--- src/sv/spl_pkg.sv ---
// shared types and constants for the sorted priority list
// no dependencies
`default_nettype none

package spl_pkg;

    localparam int DEPTH   = 64;
    localparam int CNT_W   = $clog2(DEPTH + 1);
    localparam int KEY_W   = 32;
    localparam int ID_W    = 16;
    localparam int REQ_W   = 2;
    localparam int STAT_W  = 2;
    localparam int COUNT_W = 7;

    localparam logic [REQ_W-1:0] REQ_INSERT = 2'd0;
    localparam logic [REQ_W-1:0] REQ_POP    = 2'd1;
    localparam logic [REQ_W-1:0] REQ_FIND   = 2'd2;
    localparam logic [REQ_W-1:0] REQ_REMOVE = 2'd3;

    localparam logic [STAT_W-1:0] ST_OK       = 2'd0;
    localparam logic [STAT_W-1:0] ST_EMPTY    = 2'd1;
    localparam logic [STAT_W-1:0] ST_FULL     = 2'd2;
    localparam logic [STAT_W-1:0] ST_NOTFOUND = 2'd3;

    typedef struct packed {
        logic             valid;
        logic [KEY_W-1:0] key;
        logic [ID_W-1:0]  ident;
    } t_entry;

    // broadcast to every cell for the request being executed
    typedef struct packed {
        logic             do_ins;
        logic             do_pop;
        logic             do_rm;
        logic [KEY_W-1:0] key;
        logic [ID_W-1:0]  ident;
    } t_cell_ctl;

endpackage

`default_nettype wire

--- src/sv/spl_cell.sv ---
// one slot of the sorted list: holds an entry, shifts with its neighbors
// depends on spl_pkg
`default_nettype none

module spl_cell (
    input  wire                 i_clk,
    input  wire                 i_rst_n,
    input  wire spl_pkg::t_cell_ctl i_ctl,
    input  wire spl_pkg::t_entry    i_left,
    input  wire spl_pkg::t_entry    i_right,
    input  wire                 i_left_past,
    input  wire                 i_hit_in,
    output spl_pkg::t_entry     o_entry,
    output logic                o_past,
    output logic                o_hit,
    output logic                o_first
);
    import spl_pkg::*;

    logic r_valid;
    logic n_valid;
    logic [KEY_W-1:0] r_key;
    logic [KEY_W-1:0] n_key;
    logic [ID_W-1:0] r_ident;
    logic [ID_W-1:0] n_ident;
    logic match;

    // at or beyond the insert point: empty slot or key not below the new one
    assign o_past  = !r_valid || (r_key >= i_ctl.key);
    assign match   = r_valid && (r_ident == i_ctl.ident);
    assign o_hit   = i_hit_in || match;
    assign o_first = match && !i_hit_in;
    assign o_entry = '{valid: r_valid, key: r_key, ident: r_ident};

    always_comb begin
        n_valid = r_valid;
        n_key   = r_key;
        n_ident = r_ident;
        if (i_ctl.do_ins && o_past) begin
            if (i_left_past) begin
                n_valid = i_left.valid;
                n_key   = i_left.key;
                n_ident = i_left.ident;
            end else begin
                n_valid = 1'b1;
                n_key   = i_ctl.key;
                n_ident = i_ctl.ident;
            end
        end else if (i_ctl.do_pop || (i_ctl.do_rm && o_hit)) begin
            n_valid = i_right.valid;
            n_key   = i_right.key;
            n_ident = i_right.ident;
        end
    end

    always_ff @(posedge i_clk) begin
        if (!i_rst_n) begin
            r_valid <= 1'b0;
        end else begin
            r_valid <= n_valid;
        end
    end

    always_ff @(posedge i_clk) begin
        r_key   <= n_key;
        r_ident <= n_ident;
    end

endmodule

`default_nettype wire
--- config.mk ---
export PLATFORM = sky130hd
export DESIGN_NAME = spl_cell
export DESIGN_NICKNAME = d
export VERILOG_FILES = /design/src/sv/spl_pkg.sv /design/src/sv/spl_cell.sv
export SDC_FILE = /design/constraint.sdc
export NUM_CORES = 1
export LEC_CHECK = 0
export BUFFER_PORTS_ARGS = -buffer_cell sky130_fd_sc_hd__buf_4
export CAP_MARGIN = 20
export CORE_MARGIN = 4
export CORE_UTILIZATION = 46
export CTS_BUF_LIST = sky130_fd_sc_hd__clkbuf_4
export CTS_CLUSTER_SIZE = 24
export DETAILED_ROUTE_END_ITERATION = 6
export GPL_ROUTABILITY_DRIVEN = 0
export HOLD_SLACK_MARGIN = 0.15
export PLACE_DENSITY = 0.85
export SLEW_MARGIN = 25
export SYNTH_ARGS = -nofsm -noshare
export SYNTH_HDL_FRONTEND = slang
export SYNTH_SLANG_ARGS = --single-unit
export TNS_END_PERCENT = 20
--- constraint.sdc ---
create_clock -name i_clk -period 3.74 [get_ports i_clk]
set_input_delay 0.374 -clock i_clk [delete_from_list [all_inputs] [get_ports i_clk]]
set_output_delay 0.374 -clock i_clk [all_outputs]
set_load 0.1 [all_outputs]
# Word level (Yosys, flattened, before mapping)
# Cells that the tools add are included.
# totals
input_bits	153
regBits	49
# op_classes
n_mux	9
n_eq_ne	1
n_lt_le_gt_ge	1
n_reduce_logical	10
# ops
cell	n
2-to-1 mux 32 bit	3
2-to-1 mux 16 bit	3
>= comparator 32 bit	1
equality test 16 bit	1
logical AND 1 bit	4
logical OR 1 bit	3
2-to-1 mux 1 bit	3
zero test 1 bit	2
nonzero test 2 bit	1

# Longest topological paths before layout
# logic_depth
word_depth	7
ltp_mapped	10
depth_no_buf	8

# Worst setup path after synthesis
# Ideal clock, no wire load.
# synth_timing
path_kind	register -> register
startpoint	register r_key[30]
endpoint	register r_ident[0], enable pin
required_ps	3330
slack_ps	-443
n_path_buf	0
t_arrival_ps	3772
stages_incl_launch_ff	8
path_cell_list	edfxtp_1 ha_1 nand4_2 nor4_2 nand2_1 a41oi_2 or2_2 a221o_1
# synth_via
elab_chain_cells	4
# synth_rtl
item	line_no	text
start, declared	spl_cell.sv:22	logic [KEY_W-1:0] r_key;
start signal, assigned	spl_cell.sv:65	r_key <= n_key;
>= comparator 32 bit	spl_cell.sv:29	assign o_past = !r_valid || (r_key >= i_ctl.key);
logical OR 1 bit	spl_cell.sv:29	
named net o_past	spl_cell.sv:14	output logic o_past,
logical AND 1 bit	spl_cell.sv:39	if (i_ctl.do_ins && o_past) begin
nonzero test 2 bit (no source line)	n/a	
end signal, assigned	spl_cell.sv:66	r_ident <= n_ident;
end, declared	spl_cell.sv:24	logic [ID_W-1:0] r_ident;
# The timed path passes the listed nets, and every way through them passes these cells.
# A chain may end at the register's enable or synchronous reset.

# Worst setup path in the final report
# layout_timing
startpoint	register r_key[30]
endpoint	output port o_past
# layout_via
elab_chain_cells	2
# layout_rtl
item	line_no
>= comparator 32 bit	spl_cell.sv:29
logical OR 1 bit	spl_cell.sv:29
end, declared	spl_cell.sv:14
# Every way passes these cells.

==> results_tabular.tex <==
\begin{tabular}{lr}
\hline
Metric & Value \\
\hline
\multicolumn{2}{l}{\textbf{Routing}} \\
DRC violations left & 0 \\
Routed len/inst & 16.4 µm \\
Via count normalized by instance count & between 5 and 6 \\
Iteration-0 DRC Markers & around 120 \\
Total met2 wirelength after detailed routing & 5.52 mm \\
Post-detailed-route count of antenna-violating nets & 0 \\
Via total after detailed routing & 3303 \\
Final wirelength & $\sim$11 mm \\
Number of detailed-route iterations in the first pass & 4 \\
Met3 wire length & about 960 µm \\
Wire length on met1 & roughly 3.9 mm \\
Uppermost metal layer occupied by signal nets & met4 \\
\multicolumn{2}{l}{\textbf{Die}} \\
Total core area & 0.00777 mm² \\
Initial cell density of the core & between 40 and 50\% \\
DIE HEIGHT & 97.6 µm \\
Row Count & 32 \\
Die ar. & 0.00952 mm² \\
Width of the die & 97.6 µm \\
Boundary pin count & between 200 and 250 \\
\multicolumn{2}{l}{\textbf{Global route}} \\
Vias in the first global route & roughly 3500 \\
GR Overflow Total & 0 \\
GRT Resource Usage Total & between 20\% and 30\% \\
Largest net degree at the start of global routing & a little over 80 \\
Number of antenna violations at the first check in global routing & 0 \\
Global-route wire length before repair & roughly 16 mm \\
\multicolumn{2}{l}{\textbf{Finish}} \\
Proportion of layout cells with a drive suffix above 1 & 52.8\% \\
\# nets final & around 730 \\
Antenna diode count & 0 \\
Layout Area Growth over Synthesis & 45.2\% \\
\multicolumn{2}{l}{\textbf{Logic synthesis}} \\
Sequential-to-total area share from yosys stat & 39.6\% \\
Yosys warning count & 0 \\
Synth Register Bits & 49 \\
Netlist cell types & 39 \\
Average cell area after synthesis & approximately 11 µm² \\
Post-synthesis cell count & roughly 350 \\
Number of nets in the synthesized netlist & between 500 and 600 \\
Mapped cell area & around 0.0037 mm² \\
\multicolumn{2}{l}{\textbf{Setup path}} \\
Worst endpoint data arrival time & 2.54 ns \\
CP Capture Type & output pin \\
CP cell instances & ha\_1, nand4\_2, nor4\_2, nand2\_1, a41oi\_2, or2\_2, buf\_4 \\
Critical path class & flip-flop to output pin \\
Crit path largest cell delay & approximately 0.44 ns \\
Highest fanout seen on the critical path & 3 \\
Startpoint type of the worst setup path & flip-flop \\
Worst R2R Path Depth & 8 \\
Slowest-stage cell, CP & edfxtp\_1 \\
Required time at the endpoint of the critical path & between 3 and 4 ns \\
\multicolumn{2}{l}{\textbf{Timing}} \\
Post-route clock skew & 0.00720 ns \\
Max Fclk & around 340 MHz \\
Setup violations, final & 0 \\
Post-layout minimum cycle time & about 3 ns \\
Transition time at the pin with the least slew margin & roughly 0.76 ns \\
Final count of pins violating max slew & 0 \\
Ratio of final minimum period to clock period & between 70 and 80\% \\
Final hold violation count & 0 \\
Worst max-slew margin expressed relative to the limit & about 50\% \\
RSZ-0062 raised after global routing & no \\
Setup\_tns & 0 ns \\
Final Hold Slack & 0.227 ns \\
\multicolumn{2}{l}{\textbf{Placed design}} \\
Number of I/O port buffers & roughly 200 \\
Placed wire-length estimate after detailed placement & 8.77 mm \\
\multicolumn{2}{l}{\textbf{Clock network}} \\
Clock sink count & about 50 \\
Clock latency at the later pin of the worst-skew pair & 0.36 ns \\
H-tree lvl count & 2 \\
Count of hold buffers inserted by post-cts repair & 0 \\
Clock-pin slew on the worst setup and hold paths & approximately 0.14 ns \\
Clock Root Buffer & clkbuf\_4 \\
Post-CTS Setup Repair Bufs & 0 \\
TritonCTS clock tree & done \\
CTS Buffer Depth & 2 \\
Total of cells resized after clock tree synthesis & 0 \\
Clock buffers created by TritonCTS & 5 \\
\multicolumn{2}{l}{\textbf{Pwr}} \\
Portion of total power attributed to the clock network & a little under an eighth \\
Reg power frac & a little over a third \\
Power Internal & roughly 1.1 mW \\
Share of total power in combinational logic & between 50\% and 60\% \\
Switching power total & 0.968 mW \\
Static Leak & 2.54 nW \\
P per Cell Area & roughly 390 mW/mm² \\
Worst voltage drop across the vdd grid & 0.236 mV \\
Net switching share of the total power & approximately 46\% \\
\multicolumn{2}{l}{\textbf{Outcome}} \\
Status & finished clean \\
\multicolumn{2}{l}{\textbf{Worst hold path}} \\
Min-Delay Path Depth & 3 \\
Class of the worst hold path & primary input to flip-flop \\
\multicolumn{2}{l}{\textbf{Run}} \\
Max-cap violations & 0 \\
\hline
\end{tabular}
-- final timing paths --
kind	start	endpoint	slack, ns
setup / recovery	r_key[30]	o_past	0.83
hold / removal	i_rst_n	r_valid	0.23
hold reg to reg	r_valid	r_valid	0.76
setup reg to reg	r_key[0]	r_key[21]	0.83
-- metal layers --
metal | GRT usage, % | vias up
met4 | 5.54 | 0
met5 | 0 | -
met1 | 22.7 | 1504
met3 | 7.90 | 16
met2 | 39.7 | 140
li1 | - | 1643
-- cell families (layout without fill, tap and decap cells) --
| family | count (synthesis) | in the layout | share of synthesized area [%] |
|---|---|---|---|
| simple gates | 73 | 73 | 9.29 |
| mux | 66 | 66 | 21.1 |
| compound gates | 60 | 60 | 9.60 |
| flops | 49 | 49 | 39.6 |
| buf+inv | 49 | 248 | 5.80 |
| fa+ha+maj | 32 | 32 | 10.9 |
| xor+xnor | 16 | 16 | 3.80 |
-- area by class of cell --
type	instances	area, µm²
Multi-Input combinational cell	247	2030
Inverter	34	128
Tap cell	102	128
Clock buffer	5	37.5
Sequential cell	49	1460
Timing Repair Buffer	206	1560
Clock inverter	3	12.5
Fill cell	592	2410
-- state kept, by name (all words and copies together) (netlist names) --
signal and cells:
r_valid 1, r_ident 16, r_key 32
-- critical path: cells and delay by family, from the launching register on --
kind            cells  cell delay (ns)
compound gates      1             0.27
fa+ha+maj           1             0.35
buf+inv             1             0.30
flops               1             0.44
simple gates        4             0.81
-- stage by stage --
step / worst slack [ns] / util (%) / instance area [µm²] / cells / total power, mW
2_1_floorplan: 0.00166 / - / 3690 / 345 / 1.55
3_3_place_gp: 0.575 / 68.2 / 5300 / 638 / 1.85
3_5_place_dp: 0.718 / 68.3 / 5310 / 638 / 1.87
4_1_cts: 0.788 / 69.0 / 5360 / 646 / 2.10
5_1_grt: 0.640 / 69.0 / 5360 / 646 / 2.18
6_report: 0.826 / 69.0 / 5360 / 646 / 2.09
-- synthesized netlist by cell type --
library cell | number | area [µm²]
ha_1 | 32 | 400
a41oi_2 | 1 | 16.3
a2111o_1 | 1 | 11.3
nor3_1 | 3 | 15.0
dfxtp_1 | 1 | 20.0
or3b_2 | 1 | 8.76
nor4_2 | 1 | 12.5
a22oi_1 | 1 | 7.51
nand2b_1 | 2 | 12.5
nor2_1 | 4 | 15.0
xor2_1 | 8 | 70.1
nand3_1 | 3 | 15.0
a211oi_1 | 1 | 7.51
nand4_1 | 4 | 25.0
inv_1 | 34 | 128
o21a_1 | 1 | 7.51
a21oi_1 | 13 | 65.1
o211ai_1 | 1 | 7.51
nor3b_1 | 1 | 7.51
a221o_1 | 1 | 10.0
o21ai_2 | 1 | 8.76
buf_6 | 2 | 22.5
nand2_1 | 45 | 169
or2_2 | 2 | 12.5
nor4_1 | 4 | 25.0
o21ai_0 | 35 | 175
edfxtp_1 | 48 | 1440
clkbuf_1 | 8 | 30.0
buf_4 | 4 | 30.0
o2111a_1 | 1 | 11.3
mux2_4 | 9 | 135
nand4_2 | 1 | 12.5
a21o_1 | 1 | 7.51
nor2b_1 | 2 | 12.5
mux2_2 | 57 | 642
xnor2_1 | 8 | 70.1
o21ba_2 | 1 | 10.0
buf_1 | 1 | 3.75
a311oi_1 | 1 | 8.76
-- power groups by stage --
stage	registers [mW]	logic (mW)	clock network (mW)
after floorplan	1.25	0.307	0
after global placement	0.750	1.10	0
after detailed placement	0.754	1.11	0
after CTS	0.741	1.12	0.244
after global routing	0.750	1.17	0.264
final	0.741	1.11	0.237
-- placed cells by master (no fill, tap or decap), types with 2 or more instances in the layout --
| cell type | Yosys | routed |
|---|---|---|
| clkbuf_4 | 0 | 5 |
| or2_2 | 2 | 2 |
| clkinv_1 | 0 | 2 |
| mux2_2 | 57 | 57 |
| a21oi_1 | 13 | 13 |
| nand4_1 | 4 | 4 |
| buf_4 | 4 | 205 |
| nand2b_1 | 2 | 2 |
| ha_1 | 32 | 32 |
| nor2b_1 | 2 | 2 |
| edfxtp_1 | 48 | 48 |
| nand3_1 | 3 | 3 |
| xnor2_1 | 8 | 8 |
| xor2_1 | 8 | 8 |
| nand2_1 | 45 | 45 |
| nor4_1 | 4 | 4 |
| mux2_4 | 9 | 9 |
| o21ai_0 | 35 | 35 |
| nor3_1 | 3 | 3 |
| inv_1 | 34 | 34 |
| nor2_1 | 4 | 4 |
No activity file was read; power rests on OpenSTA's default activity.
